`src/rtl/ow_pkg.sv`:
```
// ----------------------------------------------------------------------------
// ow_pkg
// shared types and constants of the one-wire temperature reader
// ----------------------------------------------------------------------------
`default_nettype none

package ow_pkg;

    localparam int unsigned TICK_W         = 10;
    localparam int unsigned CFG_ADDR_W     = 3;
    localparam int unsigned TEMP_W         = 15;
    localparam int unsigned READ_BYTES_DEF = 9;

    localparam logic [7:0] CMD_SKIP_ROM = 8'hCC;
    localparam logic [7:0] CMD_CONVERT  = 8'h44;
    localparam logic [7:0] CMD_READ_SP  = 8'hBE;

    localparam logic [CFG_ADDR_W-1:0] REG_RESET_LOW     = 3'd0;
    localparam logic [CFG_ADDR_W-1:0] REG_PRESENCE_WAIT = 3'd1;
    localparam logic [CFG_ADDR_W-1:0] REG_RESET_REC     = 3'd2;
    localparam logic [CFG_ADDR_W-1:0] REG_SHORT_SLOT    = 3'd3;
    localparam logic [CFG_ADDR_W-1:0] REG_LONG_SLOT     = 3'd4;

    localparam logic [TICK_W-1:0] RESET_LOW_DEF     = 10'd500;
    localparam logic [TICK_W-1:0] PRESENCE_WAIT_DEF = 10'd70;
    localparam logic [TICK_W-1:0] RESET_REC_DEF     = 10'd500;
    localparam logic [TICK_W-1:0] SHORT_SLOT_DEF    = 10'd7;
    localparam logic [TICK_W-1:0] LONG_SLOT_DEF     = 10'd70;

    typedef enum logic [13:0] {
        ST_IDLE        = 14'b00000000000001,
        ST_R1_LOW      = 14'b00000000000010,
        ST_R1_WAIT     = 14'b00000000000100,
        ST_R1_REC_OK   = 14'b00000000001000,
        ST_R1_REC_FAIL = 14'b00000000010000,
        ST_W_CC1       = 14'b00000000100000,
        ST_W_44        = 14'b00000001000000,
        ST_WAIT_HIGH   = 14'b00000010000000,
        ST_R2_LOW      = 14'b00000100000000,
        ST_R2_WAIT     = 14'b00001000000000,
        ST_R2_REC      = 14'b00010000000000,
        ST_W_CC2       = 14'b00100000000000,
        ST_W_BE        = 14'b01000000000000,
        ST_READ        = 14'b10000000000000
    } t_step;

    typedef struct packed {
        logic [TICK_W-1:0] reset_low;
        logic [TICK_W-1:0] presence_wait;
        logic [TICK_W-1:0] reset_rec;
        logic [TICK_W-1:0] short_slot;
        logic [TICK_W-1:0] long_slot;
    } t_cfg;

    typedef struct packed {
        logic              drive_low;
        logic              busy;
        logic              done;
        logic              presence_error;
        logic [TEMP_W-1:0] temperature;
    } t_res;

endpackage

`default_nettype wire

```
`src/rtl/ow_cfg.sv`:
```
// ----------------------------------------------------------------------------
// ow_cfg
// timing registers written through the configuration channel
// ----------------------------------------------------------------------------
`default_nettype none

module ow_cfg (
    input  wire logic                          i_clk,
    input  wire logic                          i_rst_n,
    input  wire logic                          i_wr,
    input  wire logic [ow_pkg::CFG_ADDR_W-1:0] i_addr,
    input  wire logic [ow_pkg::TICK_W-1:0]     i_data,
    output ow_pkg::t_cfg                       o_cfg
);
    import ow_pkg::*;

    t_cfg r_cfg;

    always_ff @(posedge i_clk) begin
        if (!i_rst_n) begin
            r_cfg.reset_low     <= RESET_LOW_DEF;
            r_cfg.presence_wait <= PRESENCE_WAIT_DEF;
            r_cfg.reset_rec     <= RESET_REC_DEF;
            r_cfg.short_slot    <= SHORT_SLOT_DEF;
            r_cfg.long_slot     <= LONG_SLOT_DEF;
        end else if (i_wr) begin
            case (i_addr)
                REG_RESET_LOW:     r_cfg.reset_low     <= i_data;
                REG_PRESENCE_WAIT: r_cfg.presence_wait <= i_data;
                REG_RESET_REC:     r_cfg.reset_rec     <= i_data;
                REG_SHORT_SLOT:    r_cfg.short_slot    <= i_data;
                REG_LONG_SLOT:     r_cfg.long_slot     <= i_data;
                default: begin
                end
            endcase
        end
    end

    assign o_cfg = r_cfg;

endmodule

`default_nettype wire

```
`src/rtl/ow_seq.sv`:
```
// ----------------------------------------------------------------------------
// ow_seq
// bus sequencer: reset, command writes, conversion wait and scratchpad read
// ----------------------------------------------------------------------------
`default_nettype none

module ow_seq #(
    parameter int unsigned READ_BYTES = ow_pkg::READ_BYTES_DEF
) (
    input  wire logic         i_clk,
    input  wire logic         i_rst_n,
    input  wire logic         i_fire,
    input  wire logic         i_mode,
    input  wire logic         i_line,
    input  wire ow_pkg::t_cfg i_cfg,
    output ow_pkg::t_res      o_res
);
    import ow_pkg::*;

    localparam logic [3:0] LAST_BYTE = READ_BYTES[3:0];

    t_step             r_step,   n_step;
    logic [1:0]        r_phase,  n_phase;
    logic [2:0]        r_bit,    n_bit;
    logic [3:0]        r_byte,   n_byte;
    logic [7:0]        r_shift,  n_shift;
    logic [TICK_W-1:0] r_tick,   n_tick;
    logic [7:0]        r_low,    n_low;
    logic [TEMP_W-1:0] r_result, n_result;
    logic              r_pull,   n_pull;
    logic              done, err;
    logic [7:0]        sh_next;
    logic [2:0]        bit_next;
    logic [3:0]        byte_next;

    always_comb begin
        n_step   = r_step;
        n_phase  = r_phase;
        n_bit    = r_bit;
        n_byte   = r_byte;
        n_shift  = r_shift;
        n_tick   = r_tick;
        n_low    = r_low;
        n_result = r_result;
        n_pull   = r_pull;
        done     = 1'b0;
        err      = 1'b0;
        sh_next  = {1'b0, r_shift[7:1]};
        bit_next = r_bit + 3'd1;
        byte_next = r_byte + 4'd1;

        if (i_mode) begin
            if (r_step == ST_IDLE) begin
                n_result = '0;
                n_low    = '0;
                n_byte   = '0;
                n_bit    = '0;
                n_phase  = '0;
                n_shift  = '0;
                n_step   = ST_R1_LOW;
                n_pull   = 1'b1;
                n_tick   = i_cfg.reset_low;
            end
        end else if (r_step == ST_WAIT_HIGH) begin
            if (i_line) begin
                n_step = ST_R2_LOW;
                n_pull = 1'b1;
                n_tick = i_cfg.reset_low;
            end
        end else if (r_step != ST_IDLE) begin
            if (r_tick > 10'd1) begin
                n_tick = r_tick - 10'd1;
            end else begin
                case (r_step)
                    ST_R1_LOW, ST_R2_LOW: begin
                        n_pull = 1'b0;
                        n_step = (r_step == ST_R1_LOW) ? ST_R1_WAIT : ST_R2_WAIT;
                        n_tick = i_cfg.presence_wait;
                    end
                    ST_R1_WAIT: begin
                        n_pull = 1'b0;
                        n_step = i_line ? ST_R1_REC_FAIL : ST_R1_REC_OK;
                        n_tick = i_cfg.reset_rec;
                    end
                    ST_R2_WAIT: begin
                        n_pull = 1'b0;
                        n_step = ST_R2_REC;
                        n_tick = i_cfg.reset_rec;
                    end
                    ST_R1_REC_OK, ST_R2_REC: begin
                        n_step  = (r_step == ST_R1_REC_OK) ? ST_W_CC1 : ST_W_CC2;
                        n_shift = CMD_SKIP_ROM;
                        n_bit   = '0;
                        n_phase = '0;
                        n_pull  = 1'b1;
                        n_tick  = CMD_SKIP_ROM[0] ? i_cfg.short_slot : i_cfg.long_slot;
                    end
                    ST_R1_REC_FAIL: begin
                        n_step = ST_IDLE;
                        n_pull = 1'b0;
                        done   = 1'b1;
                        err    = 1'b1;
                    end
                    ST_W_CC1, ST_W_44, ST_W_CC2, ST_W_BE: begin
                        if (r_phase == 2'd0) begin
                            n_pull  = 1'b0;
                            n_phase = 2'd1;
                            n_tick  = r_shift[0] ? i_cfg.long_slot : i_cfg.short_slot;
                        end else begin
                            n_shift = sh_next;
                            n_bit   = bit_next;
                            if (bit_next == 3'd0) begin
                                case (r_step)
                                    ST_W_CC1, ST_W_CC2: begin
                                        n_step  = (r_step == ST_W_CC1) ? ST_W_44 : ST_W_BE;
                                        n_shift = (r_step == ST_W_CC1) ? CMD_CONVERT
                                                                       : CMD_READ_SP;
                                        n_phase = '0;
                                        n_pull  = 1'b1;
                                        n_tick  = n_shift[0] ? i_cfg.short_slot
                                                             : i_cfg.long_slot;
                                    end
                                    ST_W_44: begin
                                        n_step = ST_WAIT_HIGH;
                                        n_pull = 1'b0;
                                    end
                                    default: begin
                                        n_byte  = '0;
                                        n_step  = ST_READ;
                                        n_shift = '0;
                                        n_phase = '0;
                                        n_pull  = 1'b1;
                                        n_tick  = i_cfg.short_slot;
                                    end
                                endcase
                            end else begin
                                n_phase = '0;
                                n_pull  = 1'b1;
                                n_tick  = sh_next[0] ? i_cfg.short_slot : i_cfg.long_slot;
                            end
                        end
                    end
                    ST_READ: begin
                        if (r_phase == 2'd0) begin
                            n_pull  = 1'b0;
                            n_phase = 2'd1;
                            n_tick  = i_cfg.short_slot;
                        end else if (r_phase == 2'd1) begin
                            n_shift = {i_line, r_shift[7:1]};
                            n_phase = 2'd2;
                            n_tick  = i_cfg.long_slot;
                        end else begin
                            n_bit = bit_next;
                            if (bit_next != 3'd0) begin
                                n_phase = '0;
                                n_pull  = 1'b1;
                                n_tick  = i_cfg.short_slot;
                            end else begin
                                if (r_byte == 4'd0) begin
                                    n_low = r_shift;
                                end
                                if (r_byte == 4'd1) begin
                                    n_result = {r_shift, r_low[7:1]};
                                end
                                n_byte = byte_next;
                                if (byte_next >= LAST_BYTE) begin
                                    n_step  = ST_IDLE;
                                    n_phase = '0;
                                    n_pull  = 1'b0;
                                    done    = 1'b1;
                                end else begin
                                    n_step  = ST_READ;
                                    n_shift = '0;
                                    n_bit   = '0;
                                    n_phase = '0;
                                    n_pull  = 1'b1;
                                    n_tick  = i_cfg.short_slot;
                                end
                            end
                        end
                    end
                    default: begin
                        n_step = ST_IDLE;
                        n_pull = 1'b0;
                    end
                endcase
            end
        end
    end

    always_ff @(posedge i_clk) begin
        if (!i_rst_n) begin
            r_step   <= ST_IDLE;
            r_phase  <= '0;
            r_bit    <= '0;
            r_byte   <= '0;
            r_shift  <= '0;
            r_tick   <= '0;
            r_low    <= '0;
            r_result <= '0;
            r_pull   <= 1'b0;
        end else if (i_fire) begin
            r_step   <= n_step;
            r_phase  <= n_phase;
            r_bit    <= n_bit;
            r_byte   <= n_byte;
            r_shift  <= n_shift;
            r_tick   <= n_tick;
            r_low    <= n_low;
            r_result <= n_result;
            r_pull   <= n_pull;
        end
    end

    assign o_res.drive_low      = n_pull;
    assign o_res.busy           = (n_step != ST_IDLE);
    assign o_res.done           = done;
    assign o_res.presence_error = err;
    assign o_res.temperature    = n_result;

endmodule

`default_nettype wire

```
`src/rtl/one_wire_temperature_reader_top.sv`:
```
// ----------------------------------------------------------------------------
// one_wire_temperature_reader_top: 1-wire master running a temperature read
// an input transfer is held in the input regs, and its result in the result regs
// throughput one item per cycle while results are taken; sequencer state updates per item
// synchronous active-low reset: idle, line released, timing registers default
// ----------------------------------------------------------------------------
`default_nettype none

module one_wire_temperature_reader_top #(
    parameter int unsigned READ_BYTES = ow_pkg::READ_BYTES_DEF
) (
    input  wire logic                          i_clk,
    input  wire logic                          i_rst_n,
    input  wire logic                          i_s_tvalid,
    output      logic                          o_s_tready,
    input  wire logic [7:0]                    i_s_tdata,  // [0] line_level
    input  wire logic [0:0]                    i_s_tuser,  // [0] mode
    output      logic                          o_m_tvalid,
    input  wire logic                          i_m_tready,
    output      logic [23:0]                   o_m_tdata,  // [0] drive_low, [1] busy_res,
                                                           // [2] presence_error,
                                                           // [17:3] temperature
    output      logic                          o_m_tlast,  // done_res
    input  wire logic                          i_cfg_valid,
    output      logic                          o_cfg_ready,
    input  wire logic [ow_pkg::CFG_ADDR_W-1:0] i_cfg_addr,
    input  wire logic [ow_pkg::TICK_W-1:0]     i_cfg_data
);
    import ow_pkg::*;

    t_cfg  cfg;
    t_res  res;
    logic  r_in_valid;
    logic  r_in_mode;
    logic  r_in_line;
    logic  r_out_valid;
    t_res  r_out;
    logic  fire;

    assign o_cfg_ready = 1'b1;

    ow_cfg u_cfg (
        .i_clk   (i_clk),
        .i_rst_n (i_rst_n),
        .i_wr    (i_cfg_valid & o_cfg_ready),
        .i_addr  (i_cfg_addr),
        .i_data  (i_cfg_data),
        .o_cfg   (cfg)
    );

    assign fire       = r_in_valid & (~r_out_valid | i_m_tready);
    assign o_s_tready = ~r_in_valid | fire;

    always_ff @(posedge i_clk) begin
        if (!i_rst_n) begin
            r_in_valid <= 1'b0;
        end else if (o_s_tready) begin
            r_in_valid <= i_s_tvalid;
        end
    end

    always_ff @(posedge i_clk) begin
        if (o_s_tready && i_s_tvalid) begin
            r_in_mode <= i_s_tuser[0];
            r_in_line <= i_s_tdata[0];
        end
    end

    ow_seq #(
        .READ_BYTES (READ_BYTES)
    ) u_seq (
        .i_clk   (i_clk),
        .i_rst_n (i_rst_n),
        .i_fire  (fire),
        .i_mode  (r_in_mode),
        .i_line  (r_in_line),
        .i_cfg   (cfg),
        .o_res   (res)
    );

    always_ff @(posedge i_clk) begin
        if (!i_rst_n) begin
            r_out_valid <= 1'b0;
        end else if (fire) begin
            r_out_valid <= 1'b1;
        end else if (i_m_tready) begin
            r_out_valid <= 1'b0;
        end
    end

    always_ff @(posedge i_clk) begin
        if (fire) begin
            r_out <= res;
        end
    end

    assign o_m_tvalid = r_out_valid;
    assign o_m_tlast  = r_out.done;
    assign o_m_tdata  = {6'd0, r_out.temperature, r_out.presence_error,
                         r_out.busy, r_out.drive_low};

endmodule

`default_nettype wire

```
`config.mk`:
```
export PLATFORM = sky130hd
export DESIGN_NAME = one_wire_temperature_reader_top
export DESIGN_NICKNAME = d
export VERILOG_FILES = /design/src/rtl/ow_pkg.sv /design/src/rtl/ow_cfg.sv /design/src/rtl/ow_seq.sv /design/src/rtl/one_wire_temperature_reader_top.sv
export SDC_FILE = /design/constraint.sdc
export NUM_CORES = 1
export LEC_CHECK = 0
export ABC_AREA = 1
export ABC_CLOCK_PERIOD_IN_PS = 5300
export BUFFER_PORTS_ARGS = -buffer_cell sky130_fd_sc_hd__clkbuf_2
export CAP_MARGIN = 20
export CORE_UTILIZATION = 35
export DETAILED_ROUTE_END_ITERATION = 7
export SLEW_MARGIN = 0
export SYNTH_ARGS = -nofsm -noshare
export SYNTH_HDL_FRONTEND = slang
export SYNTH_SLANG_ARGS = --single-unit
```
`constraint.sdc`:
```
create_clock -name i_clk -period 5.3 [get_ports i_clk]
set_input_delay 0.265 -clock i_clk [delete_from_list [all_inputs] [get_ports i_clk]]
set_output_delay 0.265 -clock i_clk [all_outputs]
set_load 0.05 [all_outputs]
```
Yosys cells after proc, flatten, opt, wreduce, memory -nomap -nowiden
Cells that the tools add are included.
{"block": "totals", "ff_bits": 138, "input_bits": 27, "wordCells": 230}
{"block": "classes", "addsub": 3, "n_lt_le_gt_ge": 2, "n_eq_ne": 40, "mux": 124, "bitwise_logic": 6, "n_reduce_logical": 32}
{"op": "2-to-1 mux 14 bit", "n": 12}
{"op": "2-to-1 mux 8 bit", "n": 21}
{"op": "2-to-1 mux 10 bit", "n": 16}
{"op": "2-to-1 mux 15 bit", "n": 10}
{"op": "one-hot mux 14 bit (6 select lines)", "n": 1}
{"op": "one-hot mux 10 bit (5 select lines)", "n": 1}
{"op": "2-to-1 mux 4 bit", "n": 11}
{"op": "2-to-1 mux 3 bit", "n": 10}
{"op": "!= test 14 x 1 -> 1 bit (second input constant)", "n": 2}
{"op": "one-hot mux 14 bit (2 select lines)", "n": 1}
{"op": "one-hot mux 8 bit (3 select lines)", "n": 1}
{"op": "2-to-1 mux 1 bit", "n": 20}
{"op": "2-to-1 mux 2 bit", "n": 10}
{"op": "one-hot mux 10 bit (2 select lines)", "n": 1}
{"op": "AND reduction 10 bit", "n": 2}
{"op": "!= test 3 bit (second input constant)", "n": 6}
{"op": "one-hot mux 8 bit (2 select lines)", "n": 1}
{"op": "equality test 14 x 1 -> 1 bit (second input constant)", "n": 1}
{"op": "equality test 14 x 10 -> 1 bit (second input constant)", "n": 1}
{"op": "equality test 14 x 11 -> 1 bit (second input constant)", "n": 1}
{"op": "equality test 14 x 12 -> 1 bit (second input constant)", "n": 1}
{"op": "equality test 14 x 13 -> 1 bit (second input constant)", "n": 1}
{"op": "equality test 14 bit (second input constant)", "n": 1}
{"op": "equality test 14 x 2 -> 1 bit (second input constant)", "n": 1}
{"op": "50 further kinds", "n": 74}

Logic depth before layout (Yosys ltp)
Gate-level depths: netlist (run 1).
{"block": "logic_depth", "word_depth": 12, "mapped_depth": 17, "mapped_depth_nobuf": 16}

Cells and area by module
From an unflattened synthesis (run 1), not the netlist that was laid out.
{"block": "unflattened", "hier_cells": 1280, "hier_area_um2": 8531.9}
{"mod": "ow_seq", "instances": 1, "cells_each": 964, "area_per_inst_um2": 5776.8, "seq_area_each_um2": 1281.2}
{"mod": "ow_cfg", "instances": 1, "cells_each": 273, "area_per_inst_um2": 1969.4, "seq_area_each_um2": 1001.0}
{"mod": "one_wire_temperature_reader_top", "instances": 1, "cells_each": 43, "area_per_inst_um2": 785.8, "seq_area_each_um2": 670.6}

Worst setup path before layout (run 1)
OpenSTA, ideal clock, no wires.
{"block": "synth_timing", "path_type": "reg2reg", "from": "register r_out_valid (netlist: o_m_tvalid)", "to": "register r_out, in the netlist o_m_tdata[0], enable pin", "arrival_ps": 1863, "required_time_ps": 4909, "slack_ps": 3046, "path_stages_with_launch": 6, "period_less_slack_ps": 2254, "cell_sequence": "dfxtp_1 nand2_1 nand2_1 inv_1 clkbuf_1 buf_1"}
{"block": "synth_between", "elab_chain_cells": 3}
{"element": "from (decl)", "line": "one_wire_temperature_reader_top.sv:36", "text": "logic r_out_valid;"}
{"element": "from (signal assigned)", "line": "one_wire_temperature_reader_top.sv:83", "text": "r_out_valid <= 1'b0;"}
{"element": "from (signal assigned)", "line": "one_wire_temperature_reader_top.sv:85", "text": "r_out_valid <= 1'b1;"}
{"element": "from (signal assigned)", "line": "one_wire_temperature_reader_top.sv:87", "text": "r_out_valid <= 1'b0;"}
{"element": "inverter 1 bit", "line": "one_wire_temperature_reader_top.sv:51", "text": "assign fire = r_in_valid & (~r_out_valid | i_m_tready);"}
{"element": "bitwise OR 1 bit", "line": "one_wire_temperature_reader_top.sv:51"}
{"element": "AND 1 bit", "line": "one_wire_temperature_reader_top.sv:51"}
{"element": "net fire", "line": "one_wire_temperature_reader_top.sv:38", "text": "logic fire;"}
{"element": "to (signal assigned)", "line": "one_wire_temperature_reader_top.sv:93", "text": "r_out <= res;"}
{"element": "to (decl)", "line": "one_wire_temperature_reader_top.sv:37", "text": "t_res r_out;"}
The timed path passes the listed nets, and every way through them passes these cells.
A chain may end at the register's enable or synchronous reset.

==> results of run 1 <==
area by class of cell:
class	instances	area, sq um
clock buffer	18	429.2
clock inverter	14	110.1
fill	2421	13650
inverter	134	505.5
multi-input combinational	858	4317
sequential	137	2953
tap	285	356.6
timing repair buffer	47	252.7
power groups by stage:
stage | sequential (mW) | clock (mW) | combinational [mW]
after floorplan | 1.19 | 0 | 0.429
after global placement | 1.18 | 0 | 0.593
after detailed placement | 1.18 | 0 | 0.597
after CTS | 1.15 | 1.12 | 0.600
after global routing | 1.16 | 1.17 | 0.665
final | 1.15 | 1.10 | 0.604
sequential cells by signal (all words and copies together), names as in the netlist, 4 cells and up:
register	count
o_m_tdata	18
u_seq.r_tick	10
u_seq.r_byte	4
u_seq.r_step	14
u_seq.r_result	15
u_seq.r_shift	8
u_cfg.o_cfg	50
u_seq.r_low	7
cells in the final DEF (no fill, tap or decap), drive strengths merged, types with 3 or more instances in the layout:
master / Yosys / final
nand2: 276 / 276
inv: 132 / 140
nor2: 138 / 138
o21ai: 128 / 128
dfxtp: 116 / 116
a21oi: 108 / 108
nand3: 100 / 100
clkbuf: 33 / 58
o211ai: 24 / 24
edfxtp: 21 / 21
nand4: 15 / 15
nor3: 12 / 12
o22ai: 10 / 10
ha: 7 / 7
conb: 2 / 7
buf: 22 / 7
or2: 6 / 6
clkinv: 2 / 5
o31ai: 4 / 4
a22oi: 4 / 4
xor2: 4 / 4
a211oi: 4 / 4
nor3b: 3 / 3
clkinvlp: 0 / 3
worst min path at each step:
| stage | to | slack, ps | cells after the start |
|---|---|---|---|
| floorplan | r_in_line | 360 | 0 |
| global placement | u_cfg.o_cfg[39] | 440 | 2 |
| detailed placement | u_cfg.o_cfg[37] | 450 | 2 |
| CTS | r_in_mode | 8 | 1 |
| global route | r_in_mode | 8 | 1 |
| finish | r_in_mode | 20 | 1 |
worst reg2reg max path, cell delays in order (launching register included):
cell and delay, ps:
dfxtp_1 370, nor2_2 260, nand2_2 130, nor2_4 290, nand3_1 190, nand2_2 360
inv_1 360, a22oi_1 340, nand3_1 110, nor2_1 90, nand3_1 90
logic make-up after synthesis:
logic type               Yosys count
AO/OA/AOI/OAI                    286
XOR/XNOR                           4
AND/OR/NAND/NOR                  554
other                              2
flip-flops                       137
buffers and inverters            189
adder cells (fa/ha/maj)            7
routing by layer:
metal  routed length (um)  global-route usage, %  share of wire (%)  vias up
li1                     -                      -                  -     3940
met1                10810                  26.97                 47     3479
met2                10650                  32.51                 46      234
met3                 1247                  3.467                5.4       27
met4                  352                  5.333                1.5        0
met5                    0                      0                  0        -
==> results.json, run 1 <==
{
  "outcome": "completed",
  "path_cells": "nor2_2 > nand2_2 > nor2_4 > nand3_1 > nand2_2 > inv_1 > a22oi_1 > nand3_1 > nor2_1 > nand3_1",
  "hold_buffers": 0,
  "postSynthAreaPerCell_sq_um": 6.817,
  "syn_area_sq_um": 8038,
  "timing.rr.start": "u_seq.r_step[8]",
  "drtIter0Drc": 600,
  "ant_nets": 0,
  "ys.flop_type": "dfxtp_1",
  "combinationalPowerShare_pct": 21.1,
  "swShare_pct": 33.94,
  "synthToLayoutAreaGrowth_pct": 11.02,
  "ctsResizeCount": 0,
  "p_leak_nw": 3.899,
  "clock_skew_ps": 13.43,
  "wl_um": 23060,
  "pwr-share-seq_pct": 40.4,
  "final_nets": 1229,
  "synth_top_cell_by_area": "dfxtp_1",
  "synth_edf_count": 21,
  "remaining_drc_errors": 0,
  "grt_pass1_vias": 7033,
  "htreeDepth": 4,
  "reg2reg_to": "o_m_tdata[1]",
  "cp.arrival_ps": 3010,
  "ios": 55,
  "crit_end": "o_m_tdata[1]",
  "setup_viol": 0,
  "cap_violations": 0,
  "cp-startpoint": "u_seq.r_step[8]",
  "power.internal_mw": 1.889,
  "synth-xor-area-share_pct": 0.4359,
  "cp_common_cell": "nand3_1",
  "grt_pass1_wl_um": 37140,
  "core_area_sq_um": 22570,
  "synth-seq-cells": 137,
  "p_clk_share_pct": 38.5,
  "die_h_um": 153.5,
  "wl_per_cell_um": 15.45,
  "overflow": 0,
  "synth_compound_area_share_pct": 19.85,
  "antenna_cells": 0,
  "synth_common_cells": "nand2_1, inv_1, nor2_1",
  "power_mw": 2.859,
  "slowest_delay_ps": 370,
  "antenna_found_initial": 0,
  "yosysMostFrequentCell": "nand2_1",
  "utilization_pct": 39.53,
  "final_cell_area_sq_um": 8924,
  "min-delay-start": "i_s_tuser",
  "dpl.cell_count": 1461,
  "numCtsBuffers": 17,
  "place_ws_ps": 2525,
  "gr-usage-all-layers_pct": 19.90,
  "cp-end-kind": "flop",
  "post-cts-setup-buffers": 0,
  "synth_seq_area_share_pct": 36.74,
  "r2r_slack_ps": 2440,
  "start_util_pct": 35.61,
  "async_reset_ff_share_pct": 0,
  "clock_sinks": 137,
  "vias_per_cell": 5.144,
  "cp_slowest_cell": "dfxtp_1",
  "switching_power_mw": 0.9704,
  "layout_setup_ws_ps": 2439,
  "cp.buffers_inverters": 1,
  "maxSlewHeadroom_pct": 43.06,
  "synthCells": 1179,
  "synth-adder-area-share_pct": 1.090,
  "critPathLaunchType": "flop",
  "dieArea_sq_um": 23570,
  "worst_ep_required_time_ps": 5450,
  "fin_crit_sh_pct": 53.99,
  "ir_drop_mv": 0.1722,
  "yosys-top-cells-area": "dfxtp_1, nand2_1, edfxtp_1",
  "tns_ps": 0,
  "cts_tree": "done",
  "p_per_area_nw_per_um2": 320.4,
  "criticalPathCategory": "reg2reg",
  "stdcell_count": 1493,
  "min_period_ps": 2861,
  "clkLatencyLatePin_ps": 420,
  "num_rows": 55,
  "dr_total_vias": 7680,
  "die_w_um": 153.5,
  "portBuffers": 40,
  "yosys_warnings": 0,
  "yosys.area_share.simple_pct": 32.00,
  "r2r_cells": 10,
  "placed_area_sq_um": 8384,
  "yosysTopAreaCellShare_pct": 28.89,
  "gp_congestion": 0.8880,
  "cp.depth": 10,
  "synth_top_family_by_area": "simple AND/OR/NAND/NOR gates",
  "dp_hpwl_um": 16210,
  "cp_max_fo": 17,
  "max_freq_ghz": 0.3495,
  "max_slew.worst_pin.slew_ps": 852.9,
  "final_hold_viol_count": 0,
  "path_clk_slew_ps": 60,
  "critPathTopFamily": "simple AND/OR/NAND/NOR gates",
  "grt_max_degree": 77,
  "rsz0062_at_grt": "false",
  "finalMaxSlewViolations": 0,
  "clock_path_buffers": 2,
  "root_buffer": "clkbuf_16",
  "holdWs_ps": 24.76,
  "ys_types": 48,
  "drive_gt1_share_pct": 12.17,
  "min_path_type": "in2reg",
  "firstDrtPassIters": 5,
  "synth_mux_area_share_pct": 0
}
Power figures use the tool's default switching activity.
==> run 2, diff against run 1 <==
--- a/config.mk
+++ b/config.mk
@@ -6,7 +6,7 @@
 export NUM_CORES = 1
 export LEC_CHECK = 0
 export ABC_AREA = 1
-export ABC_CLOCK_PERIOD_IN_PS = 5300
+export ABC_CLOCK_PERIOD_IN_PS = 2660
 export BUFFER_PORTS_ARGS = -buffer_cell sky130_fd_sc_hd__clkbuf_2
 export CAP_MARGIN = 20
 export CORE_UTILIZATION = 35
==> constraint.sdc (replaced) <==
create_clock -name i_clk -period 2.66 [get_ports i_clk]
set_input_delay 0.133 -clock i_clk [delete_from_list [all_inputs] [get_ports i_clk]]
set_output_delay 0.133 -clock i_clk [all_outputs]
set_load 0.05 [all_outputs]
==> run 2 against run 1 <==
Compared with the run above:
- first-iteration DRC count up 6.2%
- setup slack worse by 2300 ps
- combinational power up 120%
- via count up 3.4%
- largest cell class unchanged
- global-route usage up 0.92 points
- flip-flop and latch count unchanged
==> results.json, run 2 (synthesis results as in run 1) <==
{
  "outcome": "completed",
  "criticalPathCategory": "reg2reg",
  "antenna_found_initial": 0,
  "drtIter0Drc": 637,
  "clock_skew_ps": 13.91,
  "root_buffer": "clkbuf_16",
  "firstDrtPassIters": 7,
  "min_period_ps": 2498,
  "min_path_type": "in2reg",
  "largest_reg_flops": 50,
  "cap_violations": 0,
  "cp_max_fo": 14,
  "ant_nets": 0,
  "layout_setup_ws_ps": 162.2,
  "grt_max_degree": 76,
  "cts_tree": "done",
  "use_met1_pct": 27.42,
  "cp-end-kind": "flop",
  "setup_viol": 0,
  "synthToLayoutAreaGrowth_pct": 14.82,
  "num_rows": 55,
  "die_w_um": 153.5,
  "finalMaxSlewViolations": 0,
  "holdWs_ps": 14.96,
  "grt_pass1_vias": 7322,
  "dp_hpwl_um": 16800,
  "p_clk_share_pct": 38.7,
  "tns_ps": 0,
  "clock_path_buffers": 2,
  "ios": 55,
  "swShare_pct": 34.34,
  "maxSlewHeadroom_pct": 43.09,
  "start_util_pct": 35.61,
  "dieArea_sq_um": 23570,
  "r2r_slack_ps": 160,
  "wl_um": 23860,
  "antenna_cells": 0,
  "layout_commonest_cell": "nand2_1",
  "ir_drop_mv": 0.4077,
  "critPathLaunchType": "flop",
  "combinationalPowerShare_pct": 22.1,
  "dr_total_vias": 7942,
  "path_cells": "nor2_2 > nand2_4 > nor2_1 > nand2_1 > nand2_4 > nor2_8 > nand2_8 > inv_2 > nand3_2 > nand2_1 > nand2_1 > nand2_1 > nand3_1 > nor2_1 > nand3_1",
  "grt_pass1_wl_um": 38970,
  "p_leak_nw": 4.076,
  "gp_congestion": 0.9098,
  "htreeDepth": 4,
  "final_hold_viol_count": 0,
  "final_cell_mix": "nand2_1, inv_1, nor2_1",
  "final_nets": 1264,
  "overflow": 0,
  "fin_crit_sh_pct": 93.90,
  "die_h_um": 153.5,
  "cp_slowest_cell": "dfxtp_1",
  "worst_ep_required_time_ps": 2820,
  "grt.met2_usage_pct": 33.98,
  "path_clk_slew_ps": 70,
  "vias_per_cell": 5.198,
  "max_freq_ghz": 0.4004,
  "slowest_delay_ps": 470,
  "gr-usage-all-layers_pct": 20.82,
  "clkLatencyLatePin_ps": 430,
  "remaining_drc_errors": 0,
  "grt-busiest-layer": "met2",
  "drive_gt1_share_pct": 14.40,
  "rsz0062_at_grt": "false",
  "pwr-share-seq_pct": 39.2,
  "max_slew.worst_pin.slew_ps": 852.4,
  "clock_sinks": 137,
  "cp_common_cell": "nand2_1",
  "place_ws_ps": 137.0,
  "cp.arrival_ps": 2660,
  "p_per_area_nw_per_um2": 635.8,
  "wl_per_cell_um": 15.62,
  "switching_power_mw": 2.015,
  "power.internal_mw": 3.852,
  "core_area_sq_um": 22570,
  "portBuffers": 40,
  "gr-usage-met3_pct": 3.100,
  "numCtsBuffers": 17
}
## run 2: path summary, 6_finish.rpt
| path | startpoint | to | depth (start not counted) |
|---|---|---|---|
| max | u_seq.r_step[3] | o_m_tdata[1] | 15 |
| min | i_cfg_data[2] | u_cfg.o_cfg[42] | 3 |
| max reg2reg | u_seq.r_step[3] | o_m_tdata[1] | 15 |
| min reg2reg | u_cfg.o_cfg[39] | u_cfg.o_cfg[39] | 2 |
## run 2: power by group through the flow
stage,clock [mW],combinational (mW),sequential [mW]
after detailed placement,0,1.27,2.34
final,2.27,1.30,2.30
after floorplan,0,0.855,2.38
after CTS,2.31,1.28,2.30
after global routing,2.40,1.44,2.31
after global placement,0,1.25,2.34
## run 2: timing repair
action | 4_1_cts | 5_1_grt
resized for setup | 0 | 2
endpoints found under the hold margin | 4 | 0
endpoints found under the setup margin | 0 | 9
hold buffers | 4 | 0
setup buffers | 0 | 3
## run 2: per-layer routing
metal / share of wire (%) / vias up / wire length (um)
li1: - / 4018 / -
met1: 47 / 3638 / 11260
met3: 4.0 / 49 / 964
met5: 0 / - / 0
met2: 46 / 237 / 11020
met4: 2.6 / 0 / 616
## run 2: stage by stage
stage	instance area, sq um	instances	power [mW]	util, %
3_3_place_gp	8594	1489	3.596	38.08
2_1_floorplan	8056	1184	3.234	-
5_1_grt	9229	1528	6.154	40.89
4_1_cts	9194	1525	5.889	40.73
3_5_place_dp	8594	1489	3.609	38.08
6_report	9229	1528	5.867	40.89
## run 2: final cells by class
type                            instances  area (sq um)
Clock buffer                           17         425.4
Sequential cell                       137          2953
Tap cell                              285         356.6
Multi-Input combinational cell        858          4329
Inverter                              134         505.5
Timing Repair Buffer                   82         525.5
Fill cell                            2443         13340
Clock inverter                         15         133.9
## run 2: worst max-delay path, delay by kind of cell, from the launching register on
family / cells / cell delay (ps)
flops: 1 / 470
buf+inv: 1 / 150
simple gates: 14 / 1610
==> run 3, diff against run 2 <==
--- a/config.mk
+++ b/config.mk
@@ -11,6 +11,7 @@
 export CAP_MARGIN = 20
 export CORE_UTILIZATION = 35
 export DETAILED_ROUTE_END_ITERATION = 7
+export PLACE_DENSITY_LB_ADDON = 0.1
 export SLEW_MARGIN = 0
 export SYNTH_ARGS = -nofsm -noshare
 export SYNTH_HDL_FRONTEND = slang
==> run 3 against run 2 <==
Compared with the run above:
- utilization grew 0.30 points
- sequential power about the same
- first-iteration DRC count shrank 22%
- worst hold slack better by 8.2 ps
- cell count up 0.13%
- non-clock buffer count grew 2
- register-to-register slack improved by 20 ps
- critical path depth decreased by 1
- cell area up 0.75%
- via count is 2.8% lower
- combinational power hardly changed
==> results.json, run 3 (synthesis results as in run 1) <==
{
  "dr_total_vias": 7719,
  "holdWs_ps": 23.21,
  "drtIter0Drc": 496,
  "swShare_pct": 33.26,
  "cp.depth": 14,
  "r2r_cells": 14,
  "grt_max_degree": 56,
  "r2r_slack_ps": 180,
  "cap_violations": 0,
  "stdcell_count": 1530,
  "dp_hpwl_um": 17960,
  "final_cell_mix": "nand2_1, inv_1, nor2_1",
  "portBuffers": 40,
  "power_mw": 6.033,
  "p_clk_share_pct": 40.3,
  "start_util_pct": 35.61,
  "final_nets": 1266,
  "numCtsBuffers": 17,
  "p_per_area_nw_per_um2": 648.8,
  "overflow": 0,
  "num_rows": 55,
  "criticalPathCategory": "reg2reg",
  "placed_area_sq_um": 8615,
  "maxSlewHeadroom_pct": 47.81,
  "cp_max_fo": 12,
  "min_path_type": "in2reg",
  "gr-usage-all-layers_pct": 21.66,
  "die_h_um": 153.5,
  "cts_tree": "done",
  "clock_sinks": 137,
  "firstDrtPassIters": 7,
  "critPathLaunchType": "flop",
  "clock_skew_ps": 11.57,
  "grt_pass1_wl_um": 39630,
  "root_buffer": "clkbuf_16",
  "nFillCells": 2456,
  "setup_viol": 0,
  "power.internal_mw": 4.026,
  "multiInputGateArea_sq_um": 4324,
  "max_slew.worst_pin.slew_ps": 781.8,
  "clock_path_buffers": 2,
  "pwr-share-seq_pct": 38.0,
  "switching_power_mw": 2.007,
  "finalMaxSlewViolations": 0,
  "antenna_found_initial": 0,
  "outcome": "completed",
  "htreeDepth": 4,
  "grt_pass1_vias": 7191,
  "slowest_delay_ps": 380,
  "wl_um": 24940,
  "whs_path_depth": 3,
  "layout_commonest_cell": "nand2_1",
  "cp_slowest_cell": "dfxtp_1",
  "dpl.cell_count": 1490,
  "largest_reg_flops": 50,
  "p_leak_nw": 4.099,
  "path_cells": "nor2_2 > nand2_2 > nor2_4 > nand2_1 > nand2_2 > nor2_1 > nand3b_1 > nand2_1 > nand2_1 > nand2_1 > nand2_1 > nand2_1 > nor3_1 > nand3_1",
  "tns_ps": 0,
  "antenna_cells": 0,
  "final_hold_viol_count": 0,
  "critPathTopFamily": "simple AND/OR/NAND/NOR gates",
  "gp_congestion": 0.9272,
  "min_period_ps": 2477,
  "cp-end-kind": "flop",
  "worst_ep_required_time_ps": 2820,
  "remaining_drc_errors": 0,
  "synthToLayoutAreaGrowth_pct": 15.68,
  "ant_nets": 0,
  "die_w_um": 153.5,
  "utilization_pct": 41.19,
  "path_clk_slew_ps": 70,
  "regArea_sq_um": 2953,
  "final_cell_area_sq_um": 9298,
  "ios": 55,
  "rsz0062_at_grt": "false",
  "cp_common_cell": "nand2_1",
  "clkLatencyLatePin_ps": 430,
  "vias_per_cell": 5.045,
  "fin_crit_sh_pct": 93.12,
  "cp.arrival_ps": 2640,
  "layout_setup_ws_ps": 183.1,
  "combinationalPowerShare_pct": 21.6,
  "drive_gt1_share_pct": 14.62,
  "max_freq_ghz": 0.4037,
  "core_area_sq_um": 22570,
  "ir_drop_mv": 0.4134,
  "dieArea_sq_um": 23570,
  "place_ws_ps": 217.8,
  "wl_per_cell_um": 16.30,
  "cp.buffers_inverters": 0
}
run 3: worst paths after layout:
| path | end | start |
|---|---|---|
| worst max-delay path | o_m_tdata[1] | u_seq.r_step[11] |
| worst min-delay path | u_cfg.o_cfg[45] | i_cfg_data[5] |
| worst max register to register | o_m_tdata[1] | u_seq.r_step[11] |
| worst min register to register | u_cfg.o_cfg[30] | u_cfg.o_cfg[30] |
run 3: timing repair:
action,4_1_cts,5_1_grt
endpoints found under the hold margin,4,0
setup endpoints to repair,0,7
resized for setup,0,2
setup buffers,0,4
hold buffers,4,0
run 3: layout make-up:
class / instances / area share (%)
Multi-Input combinational cell: 858 / 46.51
Sequential cell: 137 / 31.76
Timing Repair Buffer: 84 / 6.083
Inverter: 134 / 5.437
Clock buffer: 18 / 4.616
Tap cell: 285 / 3.835
Clock inverter: 14 / 1.763
run 3: routing by layer:
metal | wire length (um) | GRT usage, % | up-vias
li1 | - | - | 4012
met2 | 11520 | 35.15 | 172
met1 | 11840 | 29.08 | 3494
met3 | 852 | 3.157 | 41
met4 | 730 | 8.143 | 0
met5 | 0 | 0 | -
run 3: power groups by stage:
stage | registers, mW | clock network (mW) | logic (mW)
after global routing | 2.31 | 2.58 | 1.45
after CTS | 2.29 | 2.49 | 1.28
final | 2.29 | 2.43 | 1.31
after floorplan | 2.38 | 0 | 0.855
after global placement | 2.34 | 0 | 1.28
after detailed placement | 2.34 | 0 | 1.27
run 3: worst reg2reg max path, cell delays in order, from the launching register on:
cell	delay, ps
dfxtp_1	380
nor2_2	210
nand2_2	110
nor2_4	290
nand2_1	190
nand2_2	150
nor2_1	80
nand3b_1	80
nand2_1	60
nand2_1	70
nand2_1	50
nand2_1	80
nand2_1	60
nor3_1	290
nand3_1	120
